$ cat src/design/sfc_pkg.sv
`default_nettype none
package sfc_pkg;

    localparam int DEF_MAX_HALF_WIDTH = 3;
    localparam int DEF_SAMPLE_BITS    = 24;
    localparam int DEF_WEIGHT_BITS    = 16;

    localparam int DATA_BITS  = 32;
    localparam int VALUE_BITS = 42;
    localparam int HW_BITS    = 2;

    // register map, word index
    localparam int REG_HALF_WIDTH = 0;
    localparam int REG_TAP0       = 1;

    typedef struct packed {
        logic               valid;
        logic               emit;
        logic               nonzero;
        logic               last;
        logic               err;
        logic [HW_BITS-1:0] trail;
    } t_meta;

endpackage
`default_nettype wire

$ cat src/design/sfc_cell.sv
`default_nettype none
module sfc_cell
    import sfc_pkg::*;
#(
    parameter int SAMPLE_BITS = DEF_SAMPLE_BITS,
    parameter int WEIGHT_BITS = DEF_WEIGHT_BITS,
    localparam int PROD_BITS  = SAMPLE_BITS + WEIGHT_BITS
) (
    input  wire logic                          i_clk,
    input  wire logic                          i_shift,
    input  wire logic                          i_head,
    input  wire logic signed [SAMPLE_BITS-1:0] i_new,
    input  wire logic signed [SAMPLE_BITS-1:0] i_prev,
    input  wire logic signed [WEIGHT_BITS-1:0] i_weight,
    input  wire logic                          i_use,
    output logic signed [SAMPLE_BITS-1:0]      o_sample,
    output logic signed [PROD_BITS-1:0]        o_prod
);
    logic signed [SAMPLE_BITS-1:0] r_sample;
    logic signed [PROD_BITS-1:0]   w_mul;

    // the head cell takes the new sample, the others take their neighbor's
    always_ff @(posedge i_clk) begin
        if (i_shift) r_sample <= i_head ? i_new : i_prev;
    end

    assign w_mul    = r_sample * i_weight;
    assign o_prod   = i_use ? w_mul : '0;
    assign o_sample = r_sample;

endmodule
`default_nettype wire

$ cat config.mk
export PLATFORM = sky130hd
export DESIGN_NAME = sfc_cell
export DESIGN_NICKNAME = d
export VERILOG_FILES = /design/src/design/sfc_pkg.sv /design/src/design/sfc_cell.sv
export SDC_FILE = /design/constraint.sdc
export NUM_CORES = 1
export LEC_CHECK = 0
export ABC_AREA = 1
export BUFFER_PORTS_ARGS = -buffer_cell sky130_fd_sc_hd__buf_2
export CORE_MARGIN = 2
export CORE_UTILIZATION = 45
export DETAILED_ROUTE_END_ITERATION = 16
export GPL_ROUTABILITY_DRIVEN = 0
export GPL_TIMING_DRIVEN = 0
export SKIP_CTS_REPAIR_TIMING = 1
export SYNTH_ARGS = -nofsm -noshare
export SYNTH_HDL_FRONTEND = slang
export SYNTH_SLANG_ARGS = --single-unit
$ cat constraint.sdc
create_clock -name i_clk -period 11.9 [get_ports i_clk]
set_input_delay 2.38 -clock i_clk [delete_from_list [all_inputs] [get_ports i_clk]]
set_output_delay 2.38 -clock i_clk [all_outputs]
set_load 0.01 [all_outputs]
# [After elaboration in Yosys (flattened, before gate mapping)]
# Index checks and enable logic that the tools add are counted.
# Widths: inputs -> output; s select.
[op_classes] mul=1 n_mux=2
[op_table] operator="$mul 24x16->40" n=1
[op_table] operator="$mux 40" n=1
[op_table] operator="$mux 24" n=1
[totals] register_bits=24 out_inout_bits=64 wordCells=4

# [Depth between registers and ports, before layout]
[depth] depth_word=2 depth_mapped=30 ltp_nobuf=28

# [Worst setup path after synthesis]
# No wires, ideal clock.
[synth_timing] path_kind="input to output" start="input i_weight[4]" end="output o_prod[37]" required_ns=9.520 cell_stages=20 t_arrival_ns=7.310 setup_slack_ns=2.210 cell_sequence="clkbuf_1 > nand2_1 > fa_1 > inv_1 > fa_1 > fa_1 > fa_1 > inv_1 > fa_1 > inv_1 > fa_1 > ha_1 > nand2_1 > nor2_1 > nand2_1 > nor2_1 > nand3_1 > nand4_1 > nand2_1 > nor2_1"
[synth_between] elab_chain_len=2
[synth_lines] element="start: declaration" line="sfc_cell.sv:14" source="input wire logic signed [WEIGHT_BITS-1:0] i_weight,"
[synth_lines] element="$mul 24x16->40" line="sfc_cell.sv:27" source="assign w_mul = r_sample * i_weight;"
[synth_lines] element="$mux 40" line="sfc_cell.sv:28" source="assign o_prod = i_use ? w_mul : '0;"
[synth_lines] element="end: declaration" line="sfc_cell.sv:17" source="output logic signed [PROD_BITS-1:0] o_prod"
# Every way passes these cells.

# [Final worst setup path]
# Ends and elaborated chain as after synthesis.

==> results.py <==
metrics = {
    "worst_setup_path": {
        "crit_path_top_delay_cell": "fa_1",
        "crit_path_frequent_cell": "fa_1",
        "endpoint_kind": "output pin",
        "critPathMaxStageDelay_ps": 790,
        "path_class": "in -> out",
        "crit_path_start_kind": "primary input",
        "path_cells": "buf_2, clkbuf_1, nand2_1, fa_1, inv_1, fa_1, fa_1, fa_1, inv_1, fa_1, inv_1, fa_1, ha_1, nand2_1, nor2_1, nand2_1, nor2_1, nand3_1, nand4_1, nand2_1, nor2_1, buf_2",
        "critPathArrivalTime_ps": 8740,
        "critPathRequiredTime_ps": 9520,
        "crit_fanout": 10,
    },
    "clock_tree": {
        "cts_tree": "built",
        "cts.sinks": 24,
        "clk_pin_slew_ps": 60,
        "h-tree-depth": 1,
        "cts_made_buffers": 3,
        "clk_path_buf_depth": 2,
        "clock-root-buffer": "clkbuf_16",
    },
    "final_layout": {
        "design.final.nets": 2859,
        "seqCellArea_um2": 721,
        "fillers": 3667,
        "multi_input_area_um2": 12600,
        "drive_gt1_share_pct": 8.07,
        "area_growth_pct": 7.99,
        "stdcell_area_um2": 17600,
        "fin_util_pct": 49.4,
        "diodes": 0,
        "largest_reg_flops": 24,
    },
    "floorplanning": {
        "row_count": 69,
        "dieArea_um2": 37700,
        "die_w_um": 194,
        "start_util_pct": 45.8,
        "core_um2": 35600,
        "io_pins": 132,
        "die_h_um": 194,
    },
    "synthesis": {
        "yosys.area_share.simple_pct": 19.6,
        "yosys.cell_types.count": 28,
        "yosysTopAreaCell": "fa_1",
        "synth_warnings": 0,
        "synth-seq-cells": 24,
        "synth_xor_area_share_pct": 0.269,
        "synth-main-ff-cell": "edfxtp_1",
        "async_flop_share_pct": 0,
        "synth_compound_area_share_pct": 2.52,
        "syn_inst": 2185,
        "syn_area_um2": 16300,
        "synthTopCellsByCount": "inv_1, nand2_1, fa_1, nor2_1, ha_1",
        "yosysTopAreaCellShare_pct": 46.0,
        "yosysMostFrequentCell": "inv_1",
        "synthAdderAreaFrac_pct": 53.5,
        "syn_nets": 2725,
        "netlist_top_cells_area": "fa_1, inv_1, nand2_1, ha_1, edfxtp_1",
        "muxShareOfSynthArea_pct": 1.66,
        "synth_top_family_by_area": "adder cells",
        "ys_seq_area_share_pct": 4.43,
        "synth.avg_cell_area_um2": 7.45,
        "synth_enable_flop_cells": 24,
    },
    "sta": {
        "hold_viol_final": 0,
        "maxSlewViolCount": 0,
        "post-route-period-util_pct": 93.5,
        "fmax_mhz": 89.9,
        "min_period_ps": 11120,
        "setup_tns_ps": 0,
        "rsz0062_at_grt": "false",
        "slew_headroom_pct": 38.7,
        "tightest_slew_ps": 920,
        "setup_viol": 0,
    },
    "routing": {
        "drt_iter0_drc": 1054,
        "wirelength_um": 48100,
        "drc_errors": 0,
        "vias": 13665,
        "vias_per_cell": 4.92,
        "avgRoutedWirePerCell_um": 17.3,
        "drt_pre_antenna_iters": 6,
        "postRouteAntennaNets": 0,
    },
    "placed_design": {
        "port_buffers": 129,
        "dpl.hpwl_um": 41300,
        "place_area_um2": 17500,
    },
    "global_routing": {
        "grt_antenna_before_repair": 0,
        "grt_max_degree": 25,
        "gr-total-overflow": 0,
        "grt_pass1_vias": 15020,
        "grt_pass1_wl_um": 79000,
        "track_usage_pct": 27.1,
    },
    "status": {
        "status": "finished, final reports clean",
    },
    "hold_path": {
        "hold_depth": 2,
        "holdCritPathClass": "in -> reg",
    },
    "run": {
        "drv_cap": 0,
    },
}
-- worst paths after layout --
path | start | endpoint
setup / recovery | i_weight[4] | o_prod[37]
hold / removal | i_prev[18] | o_sample[18]
-- cell usage in the layout (no fill, tap or decap), types with 5 or more instances in the layout --
cell / n
nand2_1: 624
nor2_1: 109
o21ai_0: 19
o21bai_1: 6
nand2_2: 8
nor2_2: 5
nand3b_1: 6
fa_1: 374
mux2_2: 24
ha_1: 98
a21oi_1: 43
inv_1: 698
edfxtp_1: 24
xnor2_1: 5
or2_2: 5
nand3_1: 35
buf_2: 132
clkbuf_1: 77
-- layer usage --
metal  GRT usage [%]  up-vias  share of wire (%)
met5               0        -                  0
met1            34.6     6682                 40
li1                -     6352                  -
met4            10.9        0                5.0
met2            47.0      527                 48
met3            3.32      104                7.3
-- layout make-up --
class	count	area share (%)
Buffer	81	1.77
Clock buffer	3	0.427
Clock inverter	1	0.0214
Inverter	698	14.9
Multi-Input combinational cell	1382	71.8
Sequential cell	24	4.10
Tap cell	461	3.28
Timing Repair Buffer	129	3.67
-- metrics by stage --
stage                     hold slack, ps  setup WS, ps  instances
after global placement              2680           909       2775
after global routing                2410           459       2779
after floorplan                     2490          2210       2185
final                               2410           775       2779
after detailed placement            2690           862       2775
after CTS                           2410           850       2779
-- cells by family (layout without fill, tap and decap cells) --
logic type,count (synthesis),count (layout)
AOI/OAI and AO/OA,75,75
xor gates and xnor gates,5,5
adders and majority gates,472,472
buffers and inverters,779,912
DFF,24,24
muxes,24,24
and+or+nand+nor,806,806
-- worst max-delay path: cells and delay by family --
| family | cells | cell delay, ps |
|---|---|---|
| adder cells (fa/ha/maj) | 7 | 3870 |
| buffers and inverters | 6 | 1110 |
| AND/OR/NAND/NOR | 9 | 1390 |
Power is not shown: default switching activity piles up to over one toggle a cycle in this logic, so the estimate is an artifact.
