==> src/design/sfc_pkg.sv <==
`default_nettype none
package sfc_pkg;

    localparam int DEF_MAX_HALF_WIDTH = 3;
    localparam int DEF_SAMPLE_BITS    = 24;
    localparam int DEF_WEIGHT_BITS    = 16;

    localparam int DATA_BITS  = 32;
    localparam int VALUE_BITS = 42;
    localparam int HW_BITS    = 2;

    // register map, word index
    localparam int REG_HALF_WIDTH = 0;
    localparam int REG_TAP0       = 1;

    typedef struct packed {
        logic               valid;
        logic               emit;
        logic               nonzero;
        logic               last;
        logic               err;
        logic [HW_BITS-1:0] trail;
    } t_meta;

endpackage
`default_nettype wire

==> src/design/sfc_cfg.sv <==
`default_nettype none
module sfc_cfg
    import sfc_pkg::*;
#(
    parameter int MAX_HALF_WIDTH = DEF_MAX_HALF_WIDTH,
    parameter int WEIGHT_BITS    = DEF_WEIGHT_BITS,
    parameter int TAPS           = 2 * DEF_MAX_HALF_WIDTH + 1,
    parameter int ADDR_BITS      = 5
) (
    input  wire logic                          i_clk,
    input  wire logic                          i_rst_n,
    input  wire logic                          i_psel,
    input  wire logic                          i_penable,
    input  wire logic                          i_pwrite,
    input  wire logic [ADDR_BITS-1:0]          i_paddr,
    input  wire logic [DATA_BITS-1:0]          i_pwdata,
    output logic      [DATA_BITS-1:0]          o_prdata,
    output logic                               o_pready,
    output logic      [HW_BITS-1:0]            o_half,
    output logic signed [WEIGHT_BITS-1:0]      o_weight [0:TAPS-1]
);
    localparam int IDX_BITS = ADDR_BITS - 2;

    logic        [HW_BITS-1:0]     r_half;
    logic signed [WEIGHT_BITS-1:0] r_weight [0:TAPS-1];
    logic        [IDX_BITS-1:0]    w_idx;
    logic                          w_wr;
    logic        [HW_BITS-1:0]     n_half;

    assign w_idx    = i_paddr[ADDR_BITS-1:2];
    assign w_wr     = i_psel && i_penable && i_pwrite;
    assign o_pready = 1'b1;

    // half width saturates at the largest kernel built
    assign n_half = (i_pwdata[HW_BITS-1:0] > HW_BITS'(MAX_HALF_WIDTH)) ?
                    HW_BITS'(MAX_HALF_WIDTH) : i_pwdata[HW_BITS-1:0];

    always_ff @(posedge i_clk) begin
        if (!i_rst_n) begin
            r_half <= '0;
            for (int k = 0; k < TAPS; k++) r_weight[k] <= '0;
        end else if (w_wr) begin
            if (int'(w_idx) == REG_HALF_WIDTH) r_half <= n_half;
            for (int k = 0; k < TAPS; k++) begin
                if (int'(w_idx) == REG_TAP0 + k) r_weight[k] <= i_pwdata[WEIGHT_BITS-1:0];
            end
        end
    end

    always_comb begin
        o_prdata = '0;
        if (int'(w_idx) == REG_HALF_WIDTH) o_prdata = DATA_BITS'(r_half);
        for (int k = 0; k < TAPS; k++) begin
            if (int'(w_idx) == REG_TAP0 + k) o_prdata = DATA_BITS'(r_weight[k]);
        end
    end

    assign o_half   = r_half;
    assign o_weight = r_weight;

endmodule
`default_nettype wire

==> config.mk <==
export PLATFORM = sky130hd
export DESIGN_NAME = sfc_cfg
export DESIGN_NICKNAME = d
export VERILOG_FILES = /design/src/design/sfc_pkg.sv /design/src/design/sfc_cfg.sv
export SDC_FILE = /design/constraint.sdc
export NUM_CORES = 1
export LEC_CHECK = 0
export BUFFER_PORTS_ARGS = -buffer_cell sky130_fd_sc_hd__buf_2
export CAP_MARGIN = 10
export CELL_PAD_IN_SITES_DETAIL_PLACEMENT = 1
export CELL_PAD_IN_SITES_GLOBAL_PLACEMENT = 2
export CORE_MARGIN = 2
export CORE_UTILIZATION = 32
export CTS_BUF_LIST = sky130_fd_sc_hd__clkbuf_8
export CTS_CLUSTER_SIZE = 16
export DETAILED_ROUTE_END_ITERATION = 8
export PLACE_DENSITY = 0.87
export SETUP_SLACK_MARGIN = 0.15
export SLEW_MARGIN = 5
export SYNTH_ARGS = -nofsm -noshare
export SYNTH_HDL_FRONTEND = slang
export SYNTH_SLANG_ARGS = --single-unit
export TNS_END_PERCENT = 50
==> constraint.sdc <==
create_clock -name i_clk -period 5.8 [get_ports i_clk]
set_input_delay 1.16 -clock i_clk [delete_from_list [all_inputs] [get_ports i_clk]]
set_output_delay 1.16 -clock i_clk [all_outputs]
set_load 0.02 [all_outputs]
# [Word-level counts from Yosys, hierarchy flattened]
# Index checks and enable logic that the tools add are counted.
[word_totals] reg_bits=114 in_bits=42 out_inout_bits=147
[op_classes] n_lt_le_gt_ge=1 eq_ne=7 muxes=9 reduce_logical=11
[op_table] operator="32-bit 2-to-1 mux" count=7
[op_table] operator="2-bit AND reduction" count=8
[op_table] operator="3-bit equality test, second input constant" count=4
[op_table] operator="3-bit by 2-bit equality test with 1-bit output, second input constant" count=2
[op_table] operator="2-bit 2-to-1 mux" count=2
[op_table] operator="3-bit by 1-bit equality test with 1-bit output, second input constant" count=1
[op_table] operator="3-bit zero test" count=1
[op_table] operator="2-bit greater-than comparator, second input constant" count=1
[op_table] operator="1-bit logical AND" count=2

# [Logic depth before layout (Yosys ltp)]
[depth] depth_word=9 mapped_depth=7 depth_no_buf=4

# [Worst setup path after synthesis]
# Ideal clock, no wire load.
[synth_timing] kind="input to output" from="input i_paddr[3]" to="output o_prdata[16]" arrival_ns=3.564 t_required_ns=4.640 setup_slack_ns=1.076 stages=7 cell_sequence="buf_4 buf_6 a22oi_1 o22ai_1 o21ai_1 a211oi_1 buf_4"
[synth_between] elab_chain_cells=8 elab_cells_between_ends=14
[synth_rtl] element="start, declared" line="sfc_cfg.sv:15" source="input wire logic [ADDR_BITS-1:0] i_paddr,"
[synth_rtl] element="3-bit by 2-bit equality test with 1-bit output" line="sfc_cfg.sv:54" source="if (int'(w_idx) == REG_TAP0 + k) o_prdata = DATA_BITS'(r_weight[k]);"
[synth_rtl] element="32-bit 2-to-1 mux (6 in series)" line="sfc_cfg.sv:54"
[synth_rtl] element="32-bit 2-to-1 mux (*)" line="sfc_cfg.sv:54"
[synth_rtl] element="end, declared" line="sfc_cfg.sv:17" source="output logic [DATA_BITS-1:0] o_prdata,"
# Mark *: on every way between the ends. The rest lies on a longest branch, timed or not.

# [Worst setup path after layout]
[layout_timing] from="input i_paddr[2]" to="output o_prdata[27]"
# The elaborated chain is that of the path after synthesis.

==> results.cfg <==
[sta]
post-route-period-util_pct = 77.24
tns_ns = 0
skew_ns = 0
setup_viol = 0
slew_headroom_pct = 37.46
grt_setup_unrepaired = false
fin_ws_ns = 1.320
slew_viol_final = 0
worst_slew_pin_slew_ns = 0.9381
fmax_ghz = 0.2232
period_minus_slack_ns = 4.480
hold_viol = 0

[drt]
drtIter0Drc = 299
wire_per_inst_um = 20.30
ant_nets = 0
wirelength_mm = 20.79
drt_first_pass_iters = 5
num_vias = 5357
drc = 0
avgViaCountPerCell = 5.231

[critical_path]
slowest_stage = nand3_1
path_class = in2out
crit_arrival_ns = 3.32
cpPeakStageDelay_ns = 0.74
cp_num_buf_inv = 3
crit_path_start_kind = input pin
required_ns = 4.64
endpoint_kind = output port
cp_max_fo = 39
cp_top_family = buffers and inverters
crit_path_frequent_cell = buf_2
crit_chain = buf_2 -> nand3_1 -> nor2_1 -> a211oi_1 -> buf_4 -> buf_2

[cells_and_area]
areaGrowthSynthToFinish_pct = 17.16
drive_above_1_share_pct = 27.66
fill_cells = 2176
antenna_cells = 0
fin_area_um2 = 6646
layout.nets = 834

[yosys]
synth-seq-cells = 114
synth.area.top_cells = dfxtp_1, nand2_1, a21boi_0
synthCells = 672
synth_cell_types = 38
yosys_warnings = 0
syn_area_um2 = 5673
synth_top_area_share_pct = 40.23
synth_top_area_cell = dfxtp_1
synth_nets = 714
syn_area_per_cell_um2 = 8.442
seq_area_frac_synth_pct = 40.23

[die]
initial_core_util_pct = 32.80
die_w_um = 137.1
io_pins = 189
core_area_um2 = 17300
num_rows = 48
die_area_um2 = 18810
fp.dieH_um = 137.1

[clock_tree]
cts.path.max_buffers = 2
postCtsResizedCells = 0
cts_tree = done
cts_inserted_buffers = 17
insertion_delay_ns = 0.44
cts.root.buffer_cell = clkbuf_8
holdBufCountCts = 0
cts_sinks = 114
cts_setup_buffers = 0
cts.clk_slew.worst_paths_ns = 0.06
htreeDepth = 4

[global_route]
grt_pass1_vias = 5351
grt_usage_pct = 22.57
grt_pass1_wl_mm = 31.51
antenna_found_initial = 1
grt_max_degree = 59
grt.overflow.total = 0

[place]
gp_congestion = 0.8309
hpwl_mm = 14.49
io_buffers = 169
preCtsSetupSlack_ns = 1.278
place_area_um2 = 6347

[power_and_ir_drop]
combPwrFrac_pct = 11.3
p_int_mw = 1.148
power_mw = 1.583
peakVddDrop_uv = 145.8
power_frac_clock_pct = 38.6
swShare_pct = 27.51
p_sw_mw = 0.4355
p_leak_nw = 2.770
power_density_nw_per_um2 = 238.2
pwr-share-seq_pct = 50.1

[outcome]
status = finished, final reports clean

[run]
cap_violations = 0

[min_path]
worst_hold_path_type = reg2reg
==> placed cells by master (no fill, tap or decap), drive strengths merged, types with 4 or more instances in the layout <==
master,count
buf,175
a21boi,100
nor2,29
o22ai,17
nand2,151
a221oi,6
a211oi,18
o21ai,66
nor2b,14
mux2,4
dfxtp,114
mux2i,16
a21oi,17
a22oi,15
clkbuf,20
and3,9
inv,8
==> layout make-up <==
cell class                      instances  area, um^2  share of cell area (%)
Timing Repair Buffer                  175       890.9                   13.40
Clock inverter                          6       23.77                  0.3577
Tap cell                              225       281.5                   4.236
Multi-Input combinational cell        481        2882                   43.35
Clock buffer                           20       275.3                   4.142
Inverter                                3       11.26                  0.1694
Sequential cell                       114        2282                   34.34
==> path summary, 6_finish.rpt <==
kind                                    from            to  slack (ns)  depth (start not counted)
worst max register to register  o_weight[91]  o_weight[91]        5.03                          2
worst max-delay path              i_paddr[2]  o_prdata[27]        1.32                          6
worst min-delay path             o_weight[5]   o_weight[5]        0.47                          2
worst min register to register   o_weight[5]   o_weight[5]        0.47                          2
==> tightest hold or removal path, stage by stage, from the launching register on <==
cell	delay (ns)
dfxtp_1	0.32
nand2_1	0.06
a21boi_1	0.05
==> synth_stat cells <==
cell and n:
nand2_1 150, dfxtp_1 114, a21boi_0 61, o21ai_0 57
a21boi_1 39, buf_4 23, nor2_1 23, clkbuf_1 22
a211oi_1 18, a21oi_1 17, mux2i_1 16, a22oi_1 15
buf_2 14, buf_6 14, nor2b_1 14, and3_1 9
o21ai_1 9, o22ai_1 9, o22ai_2 8, a221oi_1 6
nor2_4 5, mux2_2 4, a21o_1 3, o22a_1 3
and2b_1 2, inv_1 2, nand2b_4 2, or2_1 2
or3_1 2, buf_8 1, conb_1 1, inv_2 1
nand2_2 1, nand3_1 1, nand4_2 1, nand4b_4 1
nor2_8 1, nor3_4 1
==> power groups by stage <==
stage | Clock, mW | Sequential, mW | Combinational [mW]
6_report | 0.611 | 0.793 | 0.178
5_1_grt | 0.664 | 0.794 | 0.193
2_1_floorplan | 0 | 0.817 | 0.117
4_1_cts | 0.628 | 0.793 | 0.180
3_3_place_gp | 0 | 0.811 | 0.178
3_5_place_dp | 0 | 0.811 | 0.180
==> stage by stage <==
stage	util, %	std cells	hold WS [ns]
CTS	38.43	1024	0.4724
global placement	36.70	998	0.4576
finish	38.43	1024	0.4726
global route	38.43	1024	0.4853
detailed placement	36.70	998	0.4603
floorplan	-	672	0.5400
==> sequential cells by signal, indices dropped and copies added, names as in the netlist <==
signal and count:
o_weight 112, o_half 2
==> kinds of logic (layout without fill, tap and decap cells) <==
| kind of cell | Yosys count | count (layout) | share of synthesized area (%) |
|---|---|---|---|
| buf+inv | 77 | 204 | 8.977 |
| compound gates | 245 | 245 | 29.47 |
| mux | 20 | 20 | 3.617 |
| flops | 114 | 114 | 40.23 |
| simple gates | 215 | 215 | 17.64 |
| other cells | 1 | 1 | 0.06610 |
==> per-layer routing <==
metal	track usage [%]	routed length [um]	up-vias	share of wire, %
met3	7.148	1417	18	6.8
met4	4.868	259	2	1.2
li1	-	-	2555	-
met5	0	13	-	0.063
met2	37.76	10110	154	49
met1	28.42	8993	2628	43
(Power assumes the default switching activity.)
