`src/design/sfc_pkg.sv`:
```
`default_nettype none
package sfc_pkg;

    localparam int DEF_MAX_HALF_WIDTH = 3;
    localparam int DEF_SAMPLE_BITS    = 24;
    localparam int DEF_WEIGHT_BITS    = 16;

    localparam int DATA_BITS  = 32;
    localparam int VALUE_BITS = 42;
    localparam int HW_BITS    = 2;

    // register map, word index
    localparam int REG_HALF_WIDTH = 0;
    localparam int REG_TAP0       = 1;

    typedef struct packed {
        logic               valid;
        logic               emit;
        logic               nonzero;
        logic               last;
        logic               err;
        logic [HW_BITS-1:0] trail;
    } t_meta;

endpackage
`default_nettype wire

```
`src/design/sfc_out_if.sv`:
```
`default_nettype none
interface sfc_out_if
    import sfc_pkg::*;
();
    logic                         valid;
    logic                         ready;
    logic signed [VALUE_BITS-1:0] value;
    logic                         result_last;
    logic                         too_short;

    modport source (output valid, output value, output result_last, output too_short,
                    input ready);
    modport sink   (input valid, input value, input result_last, input too_short,
                    output ready);
endinterface
`default_nettype wire

```
`src/design/sfc_out_stage.sv`:
```
`default_nettype none
module sfc_out_stage
    import sfc_pkg::*;
#(
    parameter int ACC_BITS = DEF_SAMPLE_BITS + DEF_WEIGHT_BITS + 3
) (
    input  wire logic                       i_clk,
    input  wire logic                       i_rst_n,
    input  wire t_meta                      i_meta,
    input  wire logic signed [ACC_BITS-1:0] i_sum,
    output logic                            o_take,
    sfc_out_if.source                       o_res
);
    logic                         r_valid, n_valid;
    logic signed [VALUE_BITS-1:0] r_value, n_value;
    logic                         r_last, n_last;
    logic                         r_err, n_err;
    logic        [HW_BITS-1:0]    r_zeros, n_zeros;

    // trailing zeros hold the pipe until the last of them leaves
    assign o_take = !r_valid || (o_res.ready && r_zeros == '0);

    always_comb begin
        n_valid = r_valid;
        n_value = r_value;
        n_last  = r_last;
        n_err   = r_err;
        n_zeros = r_zeros;
        if (r_valid && o_res.ready && r_zeros != '0) begin
            n_value = '0;
            n_last  = (r_zeros == HW_BITS'(1));
            n_err   = 1'b0;
            n_zeros = r_zeros - 1'b1;
        end else if (o_take) begin
            if (i_meta.valid && i_meta.emit) begin
                n_valid = 1'b1;
                n_value = VALUE_BITS'(i_sum);
                n_last  = i_meta.last;
                n_err   = i_meta.err;
                n_zeros = i_meta.trail;
            end else begin
                n_valid = 1'b0;
                n_zeros = '0;
            end
        end
    end

    always_ff @(posedge i_clk) begin
        if (!i_rst_n) begin
            r_valid <= 1'b0;
            r_zeros <= '0;
        end else begin
            r_valid <= n_valid;
            r_zeros <= n_zeros;
        end
    end

    always_ff @(posedge i_clk) begin
        r_value <= n_value;
        r_last  <= n_last;
        r_err   <= n_err;
    end

    assign o_res.valid       = r_valid;
    assign o_res.value       = r_value;
    assign o_res.result_last = r_last;
    assign o_res.too_short   = r_err;

    a_err_alone: assert property (@(posedge i_clk) disable iff (!i_rst_n)
        r_valid && r_err |-> r_last && r_zeros == '0 && r_value == '0)
        else $error("error beat carries data or trailing zeros");

    a_zero_tail: assert property (@(posedge i_clk) disable iff (!i_rst_n)
        r_valid && o_res.ready && r_zeros != '0 |=> r_valid && r_value == '0 && !r_err)
        else $error("trailing zero beat malformed");

endmodule
`default_nettype wire

```
`src/flat_wrapper.sv`:
```
// flat-port wrapper written by rule: the top's interface ports become plain ports
module sfc_out_stage_flat import sfc_pkg::*;
#(
    parameter int ACC_BITS = DEF_SAMPLE_BITS + DEF_WEIGHT_BITS + 3
)
  (i_clk, i_rst_n, i_meta, i_sum, o_take, o_res_valid, o_res_value, o_res_result_last, o_res_too_short, o_res_ready);
  sfc_out_if o_res_i ();
  input  wire logic i_clk;
  input  wire logic i_rst_n;
  input  wire t_meta i_meta;
  input  wire logic signed [ACC_BITS-1:0] i_sum;
  output logic o_take;
  output wire logic [$bits(o_res_i.valid)-1:0] o_res_valid;
  output wire logic [$bits(o_res_i.value)-1:0] o_res_value;
  output wire logic [$bits(o_res_i.result_last)-1:0] o_res_result_last;
  output wire logic [$bits(o_res_i.too_short)-1:0] o_res_too_short;
  input wire logic [$bits(o_res_i.ready)-1:0] o_res_ready;
  assign o_res_valid = o_res_i.valid;
  assign o_res_value = o_res_i.value;
  assign o_res_result_last = o_res_i.result_last;
  assign o_res_too_short = o_res_i.too_short;
  assign o_res_i.ready = o_res_ready;
  sfc_out_stage #(.ACC_BITS(ACC_BITS)) u_core (.i_clk(i_clk), .i_rst_n(i_rst_n), .i_meta(i_meta), .i_sum(i_sum), .o_take(o_take), .o_res(o_res_i));
endmodule
```
`config.mk`:
```
export PLATFORM = sky130hd
export DESIGN_NAME = sfc_out_stage_flat
export DESIGN_NICKNAME = d
export VERILOG_FILES = /design/src/design/sfc_pkg.sv /design/src/design/sfc_out_if.sv /design/src/design/sfc_out_stage.sv /design/src/flat_wrapper.sv
export SDC_FILE = /design/constraint.sdc
export NUM_CORES = 1
export LEC_CHECK = 0
export ABC_AREA = 1
export ABC_CLOCK_PERIOD_IN_PS = 4200
export BUFFER_PORTS_ARGS = -buffer_cell sky130_fd_sc_hd__buf_4
export CORE_MARGIN = 2
export CORE_UTILIZATION = 47
export DETAILED_ROUTE_END_ITERATION = 16
export HOLD_SLACK_MARGIN = 0.15
export PLACE_DENSITY_LB_ADDON = 0.2
export REMOVE_ABC_BUFFERS = 1
export SYNTH_ARGS = -nofsm -noshare
export SYNTH_HDL_FRONTEND = slang
export SYNTH_SLANG_ARGS = --single-unit
```
`constraint.sdc`:
```
create_clock -name i_clk -period 4.2 [get_ports i_clk]
set_clock_uncertainty 0.1 [all_clocks]
set_input_delay 0.84 -clock i_clk [delete_from_list [all_inputs] [get_ports i_clk]]
set_output_delay 0.84 -clock i_clk [all_outputs]
set_load 0.1 [all_outputs]
```
**After elaboration in Yosys (flattened, before gate mapping)**

Index checks and enable logic that the tools add are counted.
W data, S select, Z words.

- Flip-flop bits (word level): 47
- Output and inout port bits: 46
- Input port bits: 53

- Equality and inequality tests: 1
- Bitwise gates (word level): 1
- Add/subtract/negate cells: 1
- Multiplexer cells: 7
- Reductions and logical operators: 13

Operators with widths:

| kind | count |
|---|---|
| $mux W2 | 3 |
| $reduce_and A2 Y1 | 3 |
| $reduce_bool A2 Y1 | 3 |
| $logic_and A1 B1 Y1 | 4 |
| $mux W1 | 4 |
| $eq A2 B1 Y1 const B | 1 |
| $logic_not A2 Y1 | 1 |
| $sub A2 B1 Y2 const B | 1 |
| $logic_not A1 Y1 | 1 |
| $logic_or A1 B1 Y1 | 1 |
| $not A1 Y1 | 1 |

**Logic depth before layout (Yosys ltp)**

Gate-level depths: netlist of the first run.

- Depth in word-level cells: 5
- Gate-level depth with buffers: 9
- Mapped depth without buffers: 8

**Worst setup path after synthesis of the first run**

Ideal clock, no wire load.

- Kind: reg2out
- Start point: reg u_core.r_valid (netlist: u_core.o_res.valid)
- End point: out o_take
- Data arrival time: 1.639 ns
- Path buffers: 0
- Slack: 1.621 ns
- Stages on the path, launching flop included: 2
- Cell sequence: dfxtp_1 nand2_2

- Longest elaborated chain between the ends: 2

Ends and longest elaborated chain:

| what | line | RTL |
|---|---|---|
| start: declaration | sfc_out_stage.sv:14 | `logic r_valid, n_valid;` |
| start signal: assignment | sfc_out_stage.sv:53 | `r_valid <= n_valid;` |
| $logic_not A1 Y1 | sfc_out_stage.sv:21 | `assign o_take = !r_valid \|\| (o_res.ready && r_zeros == '0);` |
| $logic_or A1 B1 Y1 | sfc_out_stage.sv:21 |  |
| end: declaration | flat_wrapper.sv:12 | `output logic o_take;` |

Every way passes these cells.

**Worst setup path after layout of the first run**

- Start point: in o_res_ready
- End point: out o_take

- Longest elaborated chain between the ends: 2

Ends and longest elaborated chain:

| what | line | RTL |
|---|---|---|
| start: declaration | flat_wrapper.sv:17 | `input wire logic [$bits(o_res_i.ready)-1:0] o_res_ready;` |
| $logic_and A1 B1 Y1 | sfc_out_stage.sv:21 |  |
| $logic_or A1 B1 Y1 | sfc_out_stage.sv:21 |  |

Every way passes these cells.

==> metrics, run 1 <==
Core Util, Final 70.5%; Remaining DRCs 0; Leak 1.26 nW; Synth Area in Compound Gates 13.5%; Fmax achieved 431 MHz; worst ir drop on vdd 0.372 mV; data required time of the critical path 3.26 ns; status finished, final reports clean; Largest stage delay, worst path 0.30 ns; Hold WC Path Type reg2reg; crit path to o_take; Switching Power 808 uW; RSZ-0062 raised after global routing false; synth warn 0; pin count of the biggest net entering global routing 45; mux share of post-synthesis cell area 0%; # IOs 99; post-synthesis simple-gate area fraction 23.4%; post-synth top area share 51.4%; global-route wire length before repair 6620 um; vias in the first global route 1563; final setup vio count 0; # diodes 0; die area 4330 um^2; area of the multi-input gates 701 um^2; top cells by area, synth dfxtp_1, nor2_1, o21ai_0; Reg area 951 um^2; sequential share of the synthesized area 53.0%; logic gate share of total power 48.2%; Slew @ Worst Pin 0.623 ns; drt total wl 4110 um; flops & latches, synth 47; Rows 22; minimum clock period 2.32 ns; fin crit share 55.3%; Place WS 1.88 ns; initial drt markers 159; worst path cell trace buf_4, nand2_2, nand2_2, buf_4; final global-route overflow total 0; H-tree Lvls 2; Root Driver clkbuf_8; largest family of logic cells by synthesized area simple AND/OR/NAND/NOR gates; Netlist cell types 21; Final Hold Fails 0; CP Launch Point o_res_ready; max-cap viol count 0; Filler Cell Count 345; Reg2Reg Setup Slack 2.39 ns; Adder-Cell Fraction of Synth Area 2.09%; dpl cells 359; post-route setup slack 1.88 ns; leading area contributor after synthesis dfxtp_1; R2R Path End u_core.o_res.value[15]; Crit. End Element output port; sequential power share 34.1%; Post-CTS Setup Repair Bufs 0; antenna-violating nets left 0; synthesized area per cell 7.90 um^2; GR Util All Layers 19.7%; CTS tree done; CTS sink count 47; Cells after Synth 227; mean routed wirelength per cell 11.2 um; synth-to-layout area growth 44.0%; DRT Pass-1 Iters 4; Synth Area in XOR/XNOR 0%; Max-slew headroom 58.4%; Crit-path slowest cell buf_4; Switching Share 49.2%; Mapped Area 1790 um^2; GPL Wtd Cong 0.816; Setup CP Type in2out; initial antenna violation count 0; FF-to-FF Start u_core.r_zeros[0]; critical path launch point type primary input; Hold Buf Count CTS 0; Layout Cells excl Fill 367; cells on worst reg2reg path 8; Die Width 65.8 um; Initial Util 49.0%; Critical Path AT 1.38 ns; Post-layout nets 374; DR vias 1715; PD cells 636 nW/um^2; setup TNS 0 ns; port bufs 96; core area 3660 um^2; Die Y 65.8 um; CTS Buffer Depth 2; Via density 4.67; internal power 834 uW; Worst-path clk slew 0.08 ns; CTS buffer count 5; Clk pwr share 17.8%; fin. max-slew vios 0; Skew-Pair Late Insertion Delay 0.28 ns; Power, Total 1.64 mW; post-DP HPWL 2840 um; crit path max fanout 5; cts repair resizes 0; layout cells sized above 1 34.5%
-- cell type report --
cell class,count,share of cell area (%)
multi-input combinational,157,27.1
sequential,47,36.8
timing repair buffer,96,27.9
inverter,11,1.79
clock buffer,7,3.73
tap,48,2.33
clock inverter,1,0.242
-- routing by layer --
metal / share of wire [%] / GRT usage [%]
met5: 0 / 0
met4: 1.4 / 7.03
met3: 8.8 / 5.99
met2: 48 / 33.5
met1: 42 / 23.4
-- worst max-delay path: cells and delay by family --
family                 cells  cell delay (ns)
and+or+nand+nor            2             0.14
buffers and inverters      2             0.41
-- cells in the mapped netlist --
master and number:
nand2_1 11, inv_1 9, inv_2 1, nand4_1 1, ha_1 3, edfxtp_1 1
o21ai_1 8, a21oi_1 1, clkbuf_4 3, a21boi_0 1, nor2_1 86, nand2_2 2
buf_6 5, nand3_1 4, dfxtp_1 46, o21ai_0 38, inv_6 1, clkbuf_1 3
nor2_2 1, nand2_4 1, buf_2 1
-- kinds of logic after synthesis --
logic type | count (synthesis)
AND/OR/NAND/NOR | 106
flip-flops | 47
AO/OA/AOI/OAI | 48
buffers and inverters | 23
adder cells (fa/ha/maj) | 3
-- metrics by stage --
step	instance area, um^2	hold WS (ns)
2_1_floorplan	1700	0.403
4_1_cts	2580	0.391
3_5_place_dp	2480	0.372
5_1_grt	2580	0.402
6_report	2580	0.388
3_3_place_gp	2480	0.363
-- registers in the layout, summed over array words and instances, names as in the netlist --
signal                    count
u_core.r_zeros                2
u_core.o_res.valid            1
u_core.o_res.too_short        1
u_core.o_res.value           42
u_core.o_res.result_last      1
-- placed cells by master (no fill, tap or decap), types with 2 or more instances in the layout --
cell type  instances
buf_4             96
nand3_1            4
nand2_1           11
clkbuf_8           7
nand2_2            2
o21ai_0           38
o21ai_1            8
ha_1               3
nor2_1            86
dfxtp_1           46
inv_1              9
-- power by group through the flow --
| stage | registers, mW | clock network (mW) | logic, mW |
|---|---|---|---|
| floorplan | 1.10 | 0 | 0.0878 |
| global placement | 0.567 | 0 | 0.789 |
| detailed placement | 0.571 | 0 | 0.795 |
| CTS | 0.560 | 0.300 | 0.795 |
| global route | 0.568 | 0.316 | 0.824 |
| finish | 0.559 | 0.292 | 0.791 |
-- how the worst min path moves through the flow --
stage                                       from                endpoint  slack, ns  cells past startpoint
after CTS                  u_core.o_res.value[9]   u_core.o_res.value[9]       0.39                      2
after global routing      u_core.o_res.value[36]  u_core.o_res.value[36]       0.40                      2
final                      u_core.o_res.value[8]   u_core.o_res.value[8]       0.39                      2
after floorplan                u_core.r_zeros[1]       u_core.r_zeros[1]       0.40                      2
after global placement    u_core.o_res.value[36]  u_core.o_res.value[36]       0.36                      2
after detailed placement   u_core.o_res.value[9]   u_core.o_res.value[9]       0.37                      2
Note: power is estimated with default switching activity, not from simulation.
==> inputs of run 2 (changes only) <==
--- a/config.mk
+++ b/config.mk
@@ -6,10 +6,10 @@
 export NUM_CORES = 1
 export LEC_CHECK = 0
 export ABC_AREA = 1
-export ABC_CLOCK_PERIOD_IN_PS = 4200
+export ABC_CLOCK_PERIOD_IN_PS = 1900
 export BUFFER_PORTS_ARGS = -buffer_cell sky130_fd_sc_hd__buf_4
 export CORE_MARGIN = 2
-export CORE_UTILIZATION = 47
+export CORE_UTILIZATION = 39
 export DETAILED_ROUTE_END_ITERATION = 16
 export HOLD_SLACK_MARGIN = 0.15
 export PLACE_DENSITY_LB_ADDON = 0.2
==> constraint.sdc (replaced) <==
create_clock -name i_clk -period 1.9 [get_ports i_clk]
set_clock_uncertainty 0.1 [all_clocks]
set_input_delay 0.38 -clock i_clk [delete_from_list [all_inputs] [get_ports i_clk]]
set_output_delay 0.38 -clock i_clk [all_outputs]
set_load 0.1 [all_outputs]
==> metrics, run 2 (same netlist as run 1, synthesis figures left out) <==
logic gate share of total power 49.1%; worst path cell trace inv_1, ha_1, nand2_2, nand2_2, buf_6; Switching Power 1.78 mW; sequential power share 34.5%; Leak 1.28 nW; mean routed wirelength per cell 11.3 um; status finished, final reports clean; Place WS 0.283 ns; RSZ-0062 raised after global routing false; Skew-Pair Late Insertion Delay 0.29 ns; GR Util All Layers 17.3%; initial drt markers 69; synth-to-layout area growth 46.3%; CP delay by family, top flip-flops; Via density 4.69; worst ir drop on vdd 0.625 mV; Initial Util 40.9%; CTS tree done; Die Width 71.8 um; Fmax achieved 551 MHz; fin crit share 95.4%; Worst-path clk slew 0.08 ns; crit path max fanout 3; commonest non-fill, non-tap cell in the layout buf_4; Hold WC Path Type in2reg; vias in the first global route 1668; GPL Wtd Cong 0.825; max-cap viol count 0; Final Hold Fails 0; final global-route overflow total 0; core area 4380 um^2; port bufs 96; Max-slew headroom 76.7%; PD cells 1370 nW/um^2; CTS Buffer Depth 2; Die Y 71.8 um; Largest stage delay, worst path 0.37 ns; # IOs 99; global-route wire length before repair 7110 um; # diodes 0; post-DP HPWL 3030 um; Slew @ Worst Pin 0.349 ns; Rows 24; final setup vio count 0; critical path launch point type register; data required time of the critical path 1.42 ns; fin. max-slew vios 0; Setup CP Type reg2out; antenna-violating nets left 0; minimum clock period 1.81 ns; CTS sink count 47; H-tree Lvls 2; layout cells sized above 1 34.9%; die area 5160 um^2; CTS buffer count 5; DRT Pass-1 Iters 4; DR vias 1749; Critical Path AT 1.33 ns; internal power 1.80 mW; Root Driver clkbuf_8; most used cell along the critical path nand2_2; pin count of the biggest net entering global routing 44; CP bufs+invs 2; Remaining DRCs 0; Largest register FFs 42; Post-layout nets 377; post-route setup slack 0.0865 ns; Switching Share 49.6%; Clk pwr share 16.4%; drt total wl 4220 um; most frequent cells in the layout buf_4, nor2_1, dfxtp_1, o21ai_0, nand2_1; Post-CTS Setup Repair Bufs 0; initial antenna violation count 0; Core Util, Final 59.8%; Crit. End Element output port; Crit-path slowest cell dfxtp_1
run 2: changes by cell type in the layout (fill, tap and decap cells not counted), sizes merged:
cell,before,now
inv,12,11
clkinv,0,1
clkbuf,7,6
buf,96,99
run 2: path summary, 6_finish.rpt:
kind,start,endpoint,slack [ns],cells after the start
max,u_core.r_zeros[0],o_take,0.09,5
min,i_sum[11],u_core.o_res.value[11],0.22,3
max reg2reg,u_core.r_zeros[0],u_core.o_res.value[14],0.26,8
min reg2reg,u_core.o_res.value[28],u_core.o_res.value[28],0.39,2
run 2: repair_timing:
action | 4_1_cts | 5_1_grt
endpoints found under the setup margin | 0 | 1
resized for setup | 0 | 1
hold buffers | 0 | 0
run 2: final cells by class:
cell class | instances | area [um^2]
sequential | 47 | 951
fill | 422 | 1760
tap | 52 | 65.1
multi-input combinational | 157 | 701
clock inverter | 1 | 5.00
inverter | 11 | 46.3
clock buffer | 6 | 82.6
timing repair buffer | 99 | 772
run 2: power by group through the flow:
stage          clock [mW]  sequential [mW]  combinational, mW
2_1_floorplan           0             2.44              0.194
3_3_place_gp            0             1.25               1.76
3_5_place_dp            0             1.26               1.77
4_1_cts             0.619             1.24               1.77
5_1_grt             0.650             1.26               1.83
6_report            0.589             1.24               1.76
run 2: worst min-delay path, delay by kind of cell:
kind / cells / cell delay, ns
buffers and inverters: 1 / 0.08
and+or+nand+nor: 1 / 0.07
AOI/OAI and AO/OA: 1 / 0.05
run 2: through the flow:
stage	TNS [ns]	instances	hold slack (ns)	cell area, um^2	power (mW)
after CTS	0	373	0.208	2620	3.63
after floorplan	-31.57	215	0.403	1700	2.63
final	0	373	0.216	2620	3.58
after global routing	0	373	0.226	2620	3.73
after detailed placement	0	366	0.375	2530	3.03
after global placement	0	366	0.364	2530	3.01
run 2: layer usage:
metal / GRT usage, % / routed length (um)
met1: 20.4 / 1850
met5: 0 / 0
met4: 7.55 / 112
met2: 29.6 / 1980
met3: 4.36 / 270
==> inputs of run 3 (changes only) <==
--- a/config.mk
+++ b/config.mk
@@ -9,7 +9,8 @@
 export ABC_CLOCK_PERIOD_IN_PS = 1900
 export BUFFER_PORTS_ARGS = -buffer_cell sky130_fd_sc_hd__buf_4
 export CORE_MARGIN = 2
-export CORE_UTILIZATION = 39
+export CORE_UTILIZATION = 41
+export CTS_BUF_LIST = sky130_fd_sc_hd__clkbuf_8
 export DETAILED_ROUTE_END_ITERATION = 16
 export HOLD_SLACK_MARGIN = 0.15
 export PLACE_DENSITY_LB_ADDON = 0.2
==> metrics, run 3 (same netlist as run 1, synthesis figures left out) <==
status finished, final reports clean; synth-to-layout area growth 44.9%; # diodes 0; logic gate share of total power 48.9%; fin crit share 95.5%; Die Width 70.1 um; Final Hold Fails 0; layout cells sized above 1 34.9%; mean routed wirelength per cell 11.3 um; most frequent cells in the layout buf_4, nor2_1, dfxtp_1, o21ai_0, nand2_1; H-tree Lvls 2; Hold WC Path Type in2reg; Switching Share 49.8%; max-cap viol count 0; CTS tree done; Slew @ Worst Pin 0.361 ns; internal power 1.80 mW; Worst-path clk slew 0.08 ns; GPL Wtd Cong 0.811; sequential power share 34.4%; Largest register FFs 42; fin. max-slew vios 0; CTS Buffer Depth 2; drt total wl 4230 um; GR Util All Layers 17.2%; Die Y 70.1 um; vias in the first global route 1529; initial drt markers 55; Hold Buf Count CTS 0; Crit. End Element output port; Remaining DRCs 0; WHS Path Cells 3; final global-route overflow total 0; Clk pwr share 16.7%; Leak 1.27 nW; CTS buffer count 5; Initial Util 41.8%; hold worst-path end u_core.o_res.value[9]; commonest non-fill, non-tap cell in the layout buf_4; antenna-violating nets left 0; port bufs 96; hold path start i_sum[9]; minimum clock period 1.81 ns; Root Driver clkbuf_8; global-route wire length before repair 6730 um; Max-slew headroom 75.9%; # IOs 99; Power, Total 3.59 mW; final setup vio count 0; DR vias 1710; core area 4290 um^2; Critical Path AT 1.33 ns; RSZ-0062 raised after global routing false; DRT Pass-1 Iters 4; Min Hold Slack 0.221 ns; post-DP HPWL 2980 um; Via density 4.58; R2R Path End u_core.o_res.value[23]; die area 4920 um^2; Reg2Reg Setup Slack 0.25 ns; PD cells 1380 nW/um^2; FF-to-FF Start u_core.r_zeros[0]; critical path launch point type register; cells on worst reg2reg path 8; data required time of the critical path 1.42 ns; pin count of the biggest net entering global routing 44; Setup CP Type reg2out; CTS sink count 47; Skew-Pair Late Insertion Delay 0.29 ns; Fmax achieved 551 MHz; crit path max fanout 3; Rows 24; Switching Power 1.79 mW; Post-layout nets 377; worst ir drop on vdd 0.692 mV; initial antenna violation count 0
-- run 3: cell counts in the layout (fill, tap and decap cells not counted) --
No cell type changed its count.
-- run 3: how the worst max path moves through the flow --
stage                        from                      to  slack [ns]  depth (start not counted)
6_report        u_core.r_zeros[0]                  o_take        0.09                          5
5_1_grt         u_core.r_zeros[0]                  o_take        0.01                          5
4_1_cts         u_core.r_zeros[0]                  o_take        0.01                          5
3_5_place_dp    u_core.r_zeros[0]  u_core.o_res.value[31]        0.27                          7
3_3_place_gp    u_core.r_zeros[0]  u_core.o_res.value[38]        0.31                          7
2_1_floorplan  u_core.o_res.valid  u_core.o_res.too_short       -0.72                          5
-- run 3: repair_timing --
action | in CTS | in global routing
resized for setup | 0 | 1
setup endpoints to repair | 0 | 1
buffers inserted | 0 | 0
-- run 3: cell type report --
cell class / count / area (um^2)
clock inverters: 1 / 5.00
well taps: 52 / 65.1
repair buffers: 99 / 747
fillers: 445 / 1700
multi-input cells: 157 / 701
flip-flops and latches: 47 / 951
clock buffers: 6 / 82.6
inverters: 11 / 46.3
-- run 3: critical path, cell delays in order (launching register included) --
cell and delay, ns:
dfxtp_1 0.37, inv_1 0.09, ha_1 0.23, nand2_2 0.08, nand2_2 0.08, buf_6 0.20
-- run 3: metal layers --
metal / up-vias / part of all wire [%] / global-route usage, %
met3: 6 / 7.7 / 6.64
met1: 747 / 44 / 19.0
met5: - / 0 / 0
met4: 0 / 1.1 / 5.13
li1: 906 / - / -
met2: 51 / 47 / 30.4
-- run 3: power by group through the flow --
| stage | combinational, mW | sequential, mW | clock [mW] |
|---|---|---|---|
| floorplan | 0.194 | 2.44 | 0 |
| global placement | 1.75 | 1.25 | 0 |
| detailed placement | 1.76 | 1.26 | 0 |
| CTS | 1.76 | 1.24 | 0.625 |
| global route | 1.82 | 1.26 | 0.662 |
| finish | 1.76 | 1.23 | 0.599 |
-- run 3: per-stage QoR --
step	setup WS (ns)	std cells	cell area, um^2	setup TNS (ns)	util (%)
finish	0.0854	373	2600	0	60.5
global route	0.0102	373	2600	0	60.5
CTS	0.0137	373	2590	0	60.4
detailed placement	0.273	366	2510	0	58.4
global placement	0.309	366	2510	0	58.4
floorplan	-0.723	215	1700	-31.57	-
